===== src/hdl/ddals_pkg.sv =====
`timescale 1ns / 1ps
`default_nettype none
package ddals_pkg;

	localparam int COORD_BITS = 10;
	localparam int FRAC_BITS  = 16;
	localparam int DASH_W     = 4;

	// long division keeps one integer bit since |d| never exceeds the step count
	localparam int DIV_ITERS = FRAC_BITS + 1;
	localparam int CNT_W     = $clog2(DIV_ITERS);
	localparam int REM_W     = COORD_BITS + 1;
	localparam int QUO_W     = FRAC_BITS + 1;
	localparam int INC_W     = FRAC_BITS + 2;
	localparam int POS_W     = COORD_BITS + FRAC_BITS + 1;
	localparam int IDX_W     = COORD_BITS + 1;
	localparam int ADV_W     = DASH_W + 1;

	localparam int IN_TDATA_W  = ((4 * COORD_BITS + 7) / 8) * 8;
	localparam int OUT_TDATA_W = ((2 * COORD_BITS + 7) / 8) * 8;

	localparam logic OP_START = 1'b0;
	localparam logic OP_STEP  = 1'b1;

	localparam int CFG_IDX_W = 1;
	localparam logic [CFG_IDX_W-1:0] REG_DASH_ON  = 1'b0;
	localparam logic [CFG_IDX_W-1:0] REG_DASH_OFF = 1'b1;

	localparam logic [DASH_W-1:0] DASH_ON_RST  = 4'd10;
	localparam logic [DASH_W-1:0] DASH_OFF_RST = 4'd5;

	typedef struct packed {
		logic load;
		logic step;
		logic div_step;
		logic div_last;
	} ctrl_cmd_t;

	typedef struct packed {
		logic out_free;
	} dp_status_t;

endpackage
`default_nettype wire


===== src/hdl/ddals_ctrl.sv =====
`timescale 1ns / 1ps
`default_nettype none
module ddals_ctrl (
	input  wire                   clk,
	input  wire                   arst_n,
	input  wire                   s_tvalid,
	output logic                  s_tready,
	input  wire                   s_tuser,
	input  ddals_pkg::dp_status_t status,
	output ddals_pkg::ctrl_cmd_t  cmd
);

	localparam logic ST_IDLE = 1'b0;
	localparam logic ST_DIV  = 1'b1;

	logic                       state_q;
	logic [ddals_pkg::CNT_W-1:0] cnt_q;
	logic                       accept;
	logic                       cnt_last;

	assign s_tready = (state_q == ST_IDLE) && status.out_free;
	assign accept   = s_tvalid && s_tready;
	assign cnt_last = (cnt_q == ddals_pkg::CNT_W'(ddals_pkg::DIV_ITERS - 1));

	always_comb begin
		cmd          = '0;
		cmd.load     = accept && (s_tuser == ddals_pkg::OP_START);
		cmd.step     = accept && (s_tuser == ddals_pkg::OP_STEP);
		cmd.div_step = (state_q == ST_DIV);
		cmd.div_last = (state_q == ST_DIV) && cnt_last;
	end

	always_ff @(posedge clk or negedge arst_n) begin
		if (!arst_n) begin
			state_q <= ST_IDLE;
			cnt_q   <= '0;
		end else begin
			case (state_q)
				ST_IDLE: begin
					if (cmd.load) begin
						state_q <= ST_DIV;
						cnt_q   <= '0;
					end
				end
				ST_DIV: begin
					if (cnt_last) begin
						state_q <= ST_IDLE;
					end
					cnt_q <= cnt_q + 1'b1;
				end
				default: begin
					state_q <= ST_IDLE;
				end
			endcase
		end
	end

	a_load_enters_div: assert property (@(posedge clk) disable iff (!arst_n)
		cmd.load |=> (state_q == ST_DIV) && (cnt_q == '0))
		else $error("start beat did not launch the division");

	a_div_ends: assert property (@(posedge clk) disable iff (!arst_n)
		cmd.div_last |=> (state_q == ST_IDLE))
		else $error("division overran its iteration count");

	a_no_beat_in_div: assert property (@(posedge clk) disable iff (!arst_n)
		(state_q == ST_DIV) |-> !cmd.load && !cmd.step)
		else $error("beat taken while dividing");

endmodule
`default_nettype wire


===== src/hdl/ddals_dp.sv =====
`timescale 1ns / 1ps
`default_nettype none
module ddals_dp (
	input  wire                                   clk,
	input  wire                                   arst_n,
	input  wire [ddals_pkg::IN_TDATA_W-1:0]       s_tdata,
	input  wire                                   cfg_we,
	input  wire [ddals_pkg::CFG_IDX_W-1:0]        cfg_addr,
	input  wire [ddals_pkg::DASH_W-1:0]           cfg_data,
	input  ddals_pkg::ctrl_cmd_t                  cmd,
	output ddals_pkg::dp_status_t                 status,
	output logic                                  m_tvalid,
	input  wire                                   m_tready,
	output logic [ddals_pkg::OUT_TDATA_W-1:0]     m_tdata,
	output logic                                  m_tlast
);

	localparam int CB = ddals_pkg::COORD_BITS;
	localparam int FB = ddals_pkg::FRAC_BITS;

	logic [ddals_pkg::DASH_W-1:0] dash_on_q, dash_off_q, dash_count_q;
	logic                         line_active_q;

	logic signed [ddals_pkg::POS_W-1:0] pos_x_q, pos_y_q;
	logic signed [ddals_pkg::INC_W-1:0] inc_x_q, inc_y_q;
	logic [ddals_pkg::IDX_W-1:0]        step_index_q, step_total_q;

	logic [ddals_pkg::REM_W-1:0] rem_x_q, rem_y_q;
	logic [ddals_pkg::QUO_W-1:0] quo_x_q, quo_y_q;
	logic                        neg_x_q, neg_y_q;

	logic [CB-1:0] px_q, py_q;
	logic          valid_q, last_q;

	// start decode
	logic [CB-1:0]   xs, ys, xe, ye, ax, ay;
	logic signed [CB:0] dx, dy;
	logic [CB-1:0]   steps;

	assign xs = s_tdata[0*CB +: CB];
	assign ys = s_tdata[1*CB +: CB];
	assign xe = s_tdata[2*CB +: CB];
	assign ye = s_tdata[3*CB +: CB];
	assign dx = $signed({1'b0, xe}) - $signed({1'b0, xs});
	assign dy = $signed({1'b0, ye}) - $signed({1'b0, ys});
	assign ax = dx[CB] ? CB'(-dx) : dx[CB-1:0];
	assign ay = dy[CB] ? CB'(-dy) : dy[CB-1:0];
	assign steps = (ax > ay) ? ax : ay;

	// one quotient bit per cycle for both axes
	logic                        cmp_x, cmp_y;
	logic [ddals_pkg::REM_W-1:0] rn_x, rn_y;
	logic [ddals_pkg::QUO_W-1:0] qf_x, qf_y;
	logic [ddals_pkg::INC_W-1:0] qe_x, qe_y;
	logic                        zero_len;

	assign cmp_x = rem_x_q >= step_total_q;
	assign cmp_y = rem_y_q >= step_total_q;
	assign rn_x  = cmp_x ? rem_x_q - step_total_q : rem_x_q;
	assign rn_y  = cmp_y ? rem_y_q - step_total_q : rem_y_q;
	assign qf_x  = {quo_x_q[ddals_pkg::QUO_W-2:0], cmp_x};
	assign qf_y  = {quo_y_q[ddals_pkg::QUO_W-2:0], cmp_y};
	assign qe_x  = {1'b0, qf_x};
	assign qe_y  = {1'b0, qf_y};
	assign zero_len = (step_total_q == '0);

	// stepping
	logic [ddals_pkg::DASH_W-1:0] on_eff, dc_inc;
	logic                         dash_end, fin;
	logic [ddals_pkg::ADV_W-1:0]  adv;
	logic signed [ddals_pkg::INC_W+ddals_pkg::ADV_W:0] prod_x, prod_y;

	assign on_eff   = (dash_on_q == '0) ? ddals_pkg::DASH_W'(1) : dash_on_q;
	assign dc_inc   = dash_count_q + 1'b1;
	assign dash_end = (dc_inc == on_eff) || (on_eff == ddals_pkg::DASH_W'(1));
	assign adv      = dash_end ? ({1'b0, dash_off_q} + 1'b1) : ddals_pkg::ADV_W'(1);
	assign fin      = ({1'b0, step_index_q} + (ddals_pkg::IDX_W + 1)'(adv))
	                  > {1'b0, step_total_q};
	assign prod_x   = inc_x_q * $signed({1'b0, adv});
	assign prod_y   = inc_y_q * $signed({1'b0, adv});

	always_ff @(posedge clk or negedge arst_n) begin
		if (!arst_n) begin
			dash_on_q     <= ddals_pkg::DASH_ON_RST;
			dash_off_q    <= ddals_pkg::DASH_OFF_RST;
			line_active_q <= 1'b0;
			valid_q       <= 1'b0;
		end else begin
			if (cfg_we) begin
				case (cfg_addr)
					ddals_pkg::REG_DASH_ON:  dash_on_q  <= cfg_data;
					ddals_pkg::REG_DASH_OFF: dash_off_q <= cfg_data;
					default: ;
				endcase
			end
			if (cmd.load) begin
				line_active_q <= 1'b1;
			end else if (cmd.step && line_active_q && fin) begin
				line_active_q <= 1'b0;
			end
			if (cmd.step && line_active_q) begin
				valid_q <= 1'b1;
			end else if (m_tready) begin
				valid_q <= 1'b0;
			end
		end
	end

	always_ff @(posedge clk) begin
		if (cmd.load) begin
			step_total_q <= ddals_pkg::IDX_W'(steps);
			step_index_q <= '0;
			dash_count_q <= '0;
			rem_x_q      <= ddals_pkg::REM_W'(ax);
			rem_y_q      <= ddals_pkg::REM_W'(ay);
			quo_x_q      <= '0;
			quo_y_q      <= '0;
			neg_x_q      <= dx[CB];
			neg_y_q      <= dy[CB];
			pos_x_q      <= $signed({1'b0, xs, {FB{1'b0}}});
			pos_y_q      <= $signed({1'b0, ys, {FB{1'b0}}});
		end
		if (cmd.div_step) begin
			rem_x_q <= {rn_x[ddals_pkg::REM_W-2:0], 1'b0};
			rem_y_q <= {rn_y[ddals_pkg::REM_W-2:0], 1'b0};
			quo_x_q <= qf_x;
			quo_y_q <= qf_y;
		end
		if (cmd.div_last) begin
			inc_x_q <= zero_len ? '0 : (neg_x_q ? $signed(-qe_x) : $signed(qe_x));
			inc_y_q <= zero_len ? '0 : (neg_y_q ? $signed(-qe_y) : $signed(qe_y));
		end
		if (cmd.step && line_active_q) begin
			px_q   <= pos_x_q[FB +: CB];
			py_q   <= pos_y_q[FB +: CB];
			last_q <= fin;
			dash_count_q <= dash_end ? '0 : dc_inc;
			if (!fin) begin
				step_index_q <= step_index_q + ddals_pkg::IDX_W'(adv);
				pos_x_q      <= pos_x_q + ddals_pkg::POS_W'(prod_x);
				pos_y_q      <= pos_y_q + ddals_pkg::POS_W'(prod_y);
			end
		end
	end

	assign status.out_free = !valid_q || m_tready;
	assign m_tvalid = valid_q;
	assign m_tlast  = last_q;
	assign m_tdata  = ddals_pkg::OUT_TDATA_W'({py_q, px_q});

	a_end_gives_last: assert property (@(posedge clk) disable iff (!arst_n)
		$fell(line_active_q) |-> m_tvalid && m_tlast)
		else $error("line closed without a last pixel");

	a_index_in_range: assert property (@(posedge clk) disable iff (!arst_n)
		line_active_q && !$past(cmd.load) |-> step_index_q <= step_total_q)
		else $error("step index ran past the step count");

endmodule
`default_nettype wire


===== src/hdl/dashed_dda_line_stepper.sv =====
// Dashed DDA line stepper.
// Input stream s_*: tuser carries the op bit (0 = start a line, 1 = next pixel);
// tdata carries x_start, y_start, x_end, y_end for a start beat.
// Output stream m_*: tdata = pixel_x, pixel_y; tlast marks the line's final pixel.
// cfg_we/cfg_addr/cfg_data write dash_on (index 0) and dash_off (index 1),
// taken at any edge with cfg_we high; write them only while the block is idle.
// A start beat gives no pixel and holds s_tready low while a
// one-bit-per-cycle long division (FRAC_BITS + 1 steps) forms the increments.
// Step beats then run one per cycle while the output is not stalled:
// each pixel appears on m_* the cycle after its beat is taken. A step beat
// with no line active is swallowed. s_tready also drops while a pixel sits in
// the output register and m_tready is low; nothing is lost or repeated.
// Reset clears the line, empties the output register and restores
// dash_on = 10, dash_off = 5.
`timescale 1ns / 1ps
`default_nettype none
module dashed_dda_line_stepper (
	input  wire                                clk,
	input  wire                                arst_n,
	input  wire                                s_tvalid,
	output logic                               s_tready,
	input  wire [ddals_pkg::IN_TDATA_W-1:0]    s_tdata,  // x_start, y_start, x_end, y_end
	input  wire                                s_tuser,  // op
	output logic                               m_tvalid,
	input  wire                                m_tready,
	output logic [ddals_pkg::OUT_TDATA_W-1:0]  m_tdata,  // pixel_x, pixel_y, zero pad
	output logic                               m_tlast,
	input  wire                                cfg_we,
	input  wire [ddals_pkg::CFG_IDX_W-1:0]     cfg_addr,
	input  wire [ddals_pkg::DASH_W-1:0]        cfg_data
);

	ddals_pkg::ctrl_cmd_t  cmd;
	ddals_pkg::dp_status_t status;

	ddals_ctrl u_ctrl (
		.clk      (clk),
		.arst_n   (arst_n),
		.s_tvalid (s_tvalid),
		.s_tready (s_tready),
		.s_tuser  (s_tuser),
		.status   (status),
		.cmd      (cmd)
	);

	ddals_dp u_dp (
		.clk      (clk),
		.arst_n   (arst_n),
		.s_tdata  (s_tdata),
		.cfg_we   (cfg_we),
		.cfg_addr (cfg_addr),
		.cfg_data (cfg_data),
		.cmd      (cmd),
		.status   (status),
		.m_tvalid (m_tvalid),
		.m_tready (m_tready),
		.m_tdata  (m_tdata),
		.m_tlast  (m_tlast)
	);

endmodule
`default_nettype wire


===== config.mk =====
export PLATFORM = sky130hd
export DESIGN_NAME = dashed_dda_line_stepper
export DESIGN_NICKNAME = d
export VERILOG_FILES = /design/src/hdl/ddals_pkg.sv /design/src/hdl/ddals_ctrl.sv /design/src/hdl/ddals_dp.sv /design/src/hdl/dashed_dda_line_stepper.sv
export SDC_FILE = /design/constraint.sdc
export NUM_CORES = 1
export LEC_CHECK = 0
export ABC_AREA = 1
export BUFFER_PORTS_ARGS = -buffer_cell sky130_fd_sc_hd__buf_2
export CAP_MARGIN = 20
export CORE_MARGIN = 3
export CORE_UTILIZATION = 58
export DETAILED_ROUTE_END_ITERATION = 7
export PLACE_DENSITY = 0.83
export SYNTH_ARGS = -nofsm -noshare
export SYNTH_HDL_FRONTEND = slang
export SYNTH_SLANG_ARGS = --single-unit

===== constraint.sdc =====
create_clock -name clk -period 4.9 [get_ports clk]
set_input_delay 0.98 -clock clk [delete_from_list [all_inputs] [get_ports clk]]
set_output_delay 0.98 -clock clk [all_outputs]
set_load 0.02 [all_outputs]

Yosys cells after proc, flatten, opt, wreduce, memory -nomap -nowiden
Index checks and enable logic that the tools add are counted.
{ "classes": {"reduce_logical": 20, "n_bitwise": 5, "eq_ne": 4, "n_mul": 2, "magnitude_cmp": 4, "muxes": 37, "n_addsub": 15} }
{ "op_table": {"columns": ["op", "count"], "rows": [
  ["$mux W27", 6],
  ["$mux W11", 7],
  ["$add A27 B24 Y27", 2],
  ["$mux W10", 5],
  ["$mul A18 B6 Y24", 2],
  ["$mux W16", 3],
  ["$neg A17 Y18", 2],
  ["$mux W17", 2],
  ["$ge A11 B10 Y1", 2],
  ["$sub A10 B10 Y11", 2],
  ["$neg A10 Y10", 2],
  ["$sub A10 B10 Y10", 2],
  ["$mux W4", 4],
  ["$add A11 B5 Y12", 1],
  ["$gt A12 B10 Y1", 1],
  ["$add A11 B5 Y11", 1],
  ["$logic_not A11 Y1", 1],
  ["$gt A10 B10 Y1", 1],
  ["$mux W5", 2],
  ["$pmux W5 S2", 1],
  ["$reduce_bool A2 Y1", 4],
  ["$logic_and A1 B1 Y1", 7],
  ["$mux W1", 6],
  ["$add A4 B1 Y5 const B", 1],
  ["other kinds (13)", 20]
]} }
{ "word_totals": {"register_bits": 208, "output_inout_bits": 27, "elab_cells": 113} }

Depth between registers and ports, before layout
{ "logic_depth": {"word_depth": 10, "ltp_mapped": 35} }

Modules after synthesis
A second synthesis with hierarchy kept.
{ "hier_totals": {"cells_unflattened": 2790, "area_unflattened_um2": 20796.2} }
{ "by_module_without_submodules": {"columns": ["mod", "instances", "cells_per_inst", "area_per_inst_um2", "seq_area_each_um2"], "rows": [
  ["ddals_dp", 1, 2741, 20424.6, 5310.1],
  ["ddals_ctrl", 1, 49, 371.6, 150.1]
]} }

Least setup slack after synthesis
Ideal clock, no wire load.
{ "synth_timing": {"path_kind": "reg-to-reg", "start": "register u_dp.dash_count_q[0] (netlist name)", "end": "register u_dp.pos_x_q[17] (netlist name)", "n_path_buf": 1, "stages_incl_launch_ff": 29, "period_less_slack_ns": 5.344, "arrival_ns": 5.221, "setup_ns": 0.123, "path_slack_ns": -0.444, "path_cell_list": "edfxtp_1 -> ha_1 -> xnor2_1 -> xor2_1 -> nand2_1 -> nor2_1 -> nand3_1 -> nand2_2 -> inv_2 -> nor3_4 -> inv_2 -> buf_6 -> nor2_2 -> fa_1 -> fa_1 -> fa_1 -> inv_1 -> fa_1 -> inv_1 -> ha_1 -> a21oi_1 -> o21ai_0 -> a21oi_1 -> inv_1 -> nand2_1 -> nand2_1 -> xor2_1 -> nand2_1 -> o21ai_0"} }
{ "synth_between": {"elab_chain_cells": 8, "word_cells_on_any_way": 10, "classes_between": "3 x add/sub; 1 x mul; 1 x order compare; 1 x eq/ne; 3 x mux; 1 x reduce/logical"} }
{ "synth_rtl": {"columns": ["element", "line_no", "rtl"], "rows": [
  ["start, declared", "ddals_dp.sv:21", "logic [ddals_pkg::DASH_W-1:0] dash_on_q, dash_off_q, dash_count_q;"],
  ["start signal, assigned", "ddals_dp.sv:137", "dash_count_q <= dash_end ? '0 : dc_inc;"],
  ["$add A4 B1 Y4 (*)", "ddals_dp.sv:74", "assign dc_inc = dash_count_q + 1'b1;"],
  ["$eq A4 B4 Y1 (*)", "ddals_dp.sv:75", "assign dash_end = (dc_inc == on_eff) || (on_eff == ddals_pkg::DASH_W'(1));"],
  ["$logic_or A1 B1 Y1 (*)", "ddals_dp.sv:75", null],
  ["$mux W5 (*)", "ddals_dp.sv:76", "assign adv = dash_end ? ({1'b0, dash_off_q} + 1'b1) : ddals_pkg::ADV_W'(1);"],
  ["$mul A18 B6 Y24 / $add A11 B5 Y12 (equally long branches)", "ddals_dp.sv:79, ddals_dp.sv:77", null],
  ["$add A27 B24 Y27 / $gt A12 B10 Y1 (equally long branches)", "ddals_dp.sv:140, ddals_dp.sv:78", null],
  ["$mux W27 (*)", "ddals_dp.sv:138", "if (!fin) begin"],
  ["$mux W27 (*)", "ddals_dp.sv:133", "if (cmd.step && line_active_q) begin"],
  ["end signal, assigned", "ddals_dp.sv:120", "pos_x_q <= $signed({1'b0, xs, {FB{1'b0}}});"],
  ["end signal, assigned", "ddals_dp.sv:140", "pos_x_q <= pos_x_q + ddals_pkg::POS_W'(prod_x);"],
  ["end, declared", "ddals_dp.sv:24", "logic signed [ddals_pkg::POS_W-1:0] pos_x_q, pos_y_q;"]
]} }
Every way passes the cells marked *; elsewhere a longest branch is shown, timed or not.
A chain may end at the register's enable or synchronous reset.

Final worst setup path
{ "layout_timing": {"start": "register u_dp.dash_count_q[1] (netlist name)", "end": "register u_dp.pos_y_q[24] (netlist name)"} }
{ "layout_between": {"elab_chain_cells": 8, "word_cells_on_any_way": 10, "classes_between": "3 x add/sub; 1 x mul; 1 x order compare; 1 x eq/ne; 3 x mux; 1 x reduce/logical"} }
{ "layout_rtl": {"columns": ["element", "line_no", "rtl"], "rows": [
  ["$add A4 B1 Y4 (*)", "ddals_dp.sv:74", null],
  ["$eq A4 B4 Y1 (*)", "ddals_dp.sv:75", null],
  ["$logic_or A1 B1 Y1 (*)", "ddals_dp.sv:75", null],
  ["$mux W5 (*)", "ddals_dp.sv:76", null],
  ["$mul A18 B6 Y24 / $add A11 B5 Y12 (equally long branches)", "ddals_dp.sv:80, ddals_dp.sv:77", null],
  ["$add A27 B24 Y27 / $gt A12 B10 Y1 (equally long branches)", "ddals_dp.sv:141, ddals_dp.sv:78", null],
  ["$mux W27 (*)", "ddals_dp.sv:138", null],
  ["$mux W27 (*)", "ddals_dp.sv:133", null],
  ["end signal, assigned", "ddals_dp.sv:121", "pos_y_q <= $signed({1'b0, ys, {FB{1'b0}}});"],
  ["end signal, assigned", "ddals_dp.sv:141", "pos_y_q <= pos_y_q + ddals_pkg::POS_W'(prod_y);"],
  ["end, declared", "ddals_dp.sv:24", null]
]} }
Marks and branches as above.

==> out/qor.yml <==
timing:
  slew_violations: 0
  fin_crit_ns: 5.82
  finalHoldViolations: 0
  fin_ws_ns: -0.925
  clock_skew_ns: 0.0409
  setup_viol: 62
  tns_ns: -31.78
  timing.slew.headroom: 0.305
  max_slew.worst_pin.slew_ns: 1.04
  max_clock_freq_ghz: 0.172
  finalCritPeriodShare: 1.19
  rsz0062_at_grt: "yes"
grt:
  grt_pass1_wl_mm: 93.9
  grt_pass1_vias: 19200
  antenna_found_initial: 0
  overflow: 0
  grt_max_degree: 64
  grt_usage: 0.304
synthesis:
  yosysTopAreaCell: "edfxtp_1"
  ys_ff_latch: 206
  yosys_warnings: 0
  synth_top_area_frac: 0.184
  synth.most_common_cell: "nand2_1"
  syn_avg_cell_area_um2: 7.61
  ys_types: 54
  synth_enable_flop_cells: 125
  synth_commonest_cells: "nand2_1, inv_1, nor2_1"
  ys_seq_area_frac: 0.268
  synth_area_leaders: "edfxtp_1, fa_1, ha_1, nand2_1, inv_1"
  synthCells: 2679
  yosys_most_used_dff: "edfxtp_1"
  async_flop_share: 0.0777
  syn_area_um2: 20400
worst_setup_path:
  r2r_end: "u_dp.pos_y_q[24]$_DFF_P_"
  worst-r2r-setup-slack_ns: -0.92
  arrival_ns: 6.30
  worstPathRequired_ns: 5.38
  crit_path_start: "u_dp.dash_count_q[1]$_SDFFCE_PP0P_"
  critPathLaunchType: "register"
  worstRegToRegCells: 30
  endpoint_kind: "register"
  cpMaxStageDelayCell: "fa_1"
  crit_path_max_incr_delay_ns: 0.52
  crit_path_frequent_cell: "fa_1"
  crit_family: "adder cells"
  r2r_start: "u_dp.dash_count_q[1]$_SDFFCE_PP0P_"
  critical_path_class: "register to register"
  path_buf_inv: 6
  cp_max_fo: 7
routing:
  wire_per_inst_um: 18.9
  vias: 19700
  wl_mm: 64.3
  first_iter_violations: 1939
  drc_errors: 0
  dr.pass1.iters: 6
  via_per_inst: 5.78
  ant_nets: 0
power_and_ir_drop:
  p_sw_mw: 9.97
  ir_drop_uv: 688
  pwr-share-seq: 0.154
  p_int_mw: 10.4
  powerDensity_nw_per_um2: 791
  pwr-share-comb: 0.742
  switching_share: 0.489
  total_power_mw: 20.4
  leakage_nw: 13.1
  pwr-share-clk: 0.104
cells_and_area:
  final_util: 0.746
  area_growth_pct: 26.5
  fillers: 2321
  nets: 3320
  design_area_um2: 25800
  diodes: 0
  final_layout_size_suffix_gt1_frac: 0.232
clocking:
  clock_latency_ns: 0.57
  cts_root_buffer: "clkbuf_16"
  clock_sinks: 206
  cts_max_level: 1
  cts_tree: "built"
  postCtsHoldBufs: 0
  clk_pin_slew_ns: 0.06
  cts_buffers: 25
  clock_path_buffers: 3
run:
  max_cap_violations: 0
placement:
  dp_hpwl_mm: 43.8
  portBuffers: 73
  postPlaceCellArea_um2: 22900
  gp_congestion: 0.929
floorplan:
  coreArea_um2: 34500
  start_util: 0.590
  dieArea_um2: 37400
  ios: 78
  die_x_um: 193
  rows: 68
  die_height_um: 193
run_status:
  outcome: "complete, but fails checks"
  violations: "setup timing"
worst_hold_path:
  hold_class: "primary input to async pin"
cells in the final DEF (no fill, tap or decap), types with 21 or more instances in the layout:
master	count
inv_1	498
a21oi_2	30
xor2_1	38
nand3_1	126
a21oi_1	77
buf_4	170
nand2_1	477
o21ai_1	36
buf_2	73
o21ai_0	104
clkbuf_16	34
nor2_1	272
edfxtp_1	125
nand2_4	21
ha_4	39
nor2_4	31
dfxtp_1	65
nand2_2	52
inv_2	46
nand4_1	26
nor2_2	35
ha_1	139
fa_1	153
worst register-to-register path: cells and delay by family (launching register included):
family                   cells  cell delay (ns)
adder cells (fa/ha/maj)      6             2.51
XOR/XNOR                     3             0.45
AO/OA/AOI/OAI                1             0.07
buffers and inverters        6             0.57
AND/OR/NAND/NOR             14             1.74
flip-flops                   1             0.40
power groups by stage:
stage | registers, mW | logic, mW | clock network (mW)
after floorplan | 2.98 | 8.05 | 0
after global placement | 3.11 | 11.3 | 0
after detailed placement | 3.13 | 11.7 | 0
after CTS | 3.11 | 12.6 | 2.12
after global routing | 3.18 | 16.4 | 2.19
final | 3.14 | 15.1 | 2.11
cells by family (layout without fill, tap and decap cells):
logic type                 after synthesis  count (layout)  synth area share
AOI/OAI and AO/OA                      342             342            0.0913
DFF                                    206             206             0.268
adders and majority gates              340             340             0.268
buffers and inverters                  611             877             0.117
xor gates and xnor gates                75              75            0.0322
other                                    1               4          0.000184
and+or+nand+nor                       1104            1104             0.223
state kept, by name (all words and copies together), names as in the netlist, 11 cells and up:
name / count
u_dp.step_index_q: 11
u_dp.quo_y_q: 16
u_dp.inc_y_q: 18
u_dp.quo_x_q: 16
u_dp.pos_y_q: 26
u_dp.rem_x_q: 11
u_dp.pos_x_q: 26
u_dp.rem_y_q: 11
u_dp.inc_x_q: 18
worst max-delay path by stage:
stage	to	slack (ns)	depth (start not counted)
2_1_floorplan	u_dp.pos_y_q[11]$_DFF_P_	-0.19	29
3_3_place_gp	u_dp.pos_y_q[22]$_DFF_P_	-0.69	26
3_5_place_dp	u_dp.pos_y_q[22]$_DFF_P_	-0.80	28
4_1_cts	u_dp.pos_y_q[22]$_DFF_P_	-0.69	31
5_1_grt	u_dp.pos_y_q[18]$_DFF_P_	-1.15	33
6_report	u_dp.pos_y_q[24]$_DFF_P_	-0.92	30
layout make-up:
| cell class | count | area (um^2) | area share |
|---|---|---|---|
| Tap cell | 455 | 569 | 0.0221 |
| Sequential cell | 206 | 5460 | 0.212 |
| Clock inverter | 11 | 171 | 0.00665 |
| Clock buffer | 35 | 758 | 0.0294 |
| Multi-Input combinational cell | 1865 | 14400 | 0.560 |
| Timing Repair Buffer | 280 | 2290 | 0.0888 |
| Inverter | 551 | 2090 | 0.0811 |
timing repair:
| item | 4_1_cts | 5_1_grt |
|---|---|---|
| pin swaps | 34 | 155 |
| setup buffers | 13 | 40 |
| resized for setup | 106 | 263 |
| cloned | 2 | 5 |
| endpoints found under the setup margin | 62 | 64 |
routing by layer:
layer  track usage  part of all wire  vias up
li1              -                 -     8941
met1         0.374              0.37     9400
met2         0.544              0.50     1027
met3        0.0366             0.075      293
met4         0.119             0.056        0
met5             0                 0        -
metrics by stage:
step | instances | hold slack (ns) | setup WS (ns)
6_report | 3403 | 0.314 | -0.925
3_3_place_gp | 3298 | 0.432 | -0.691
2_1_floorplan | 2682 | 0.408 | -0.191
3_5_place_dp | 3298 | 0.429 | -0.801
4_1_cts | 3359 | 0.317 | -0.687
5_1_grt | 3403 | 0.331 | -1.15
Power figures use the tool's default switching activity.
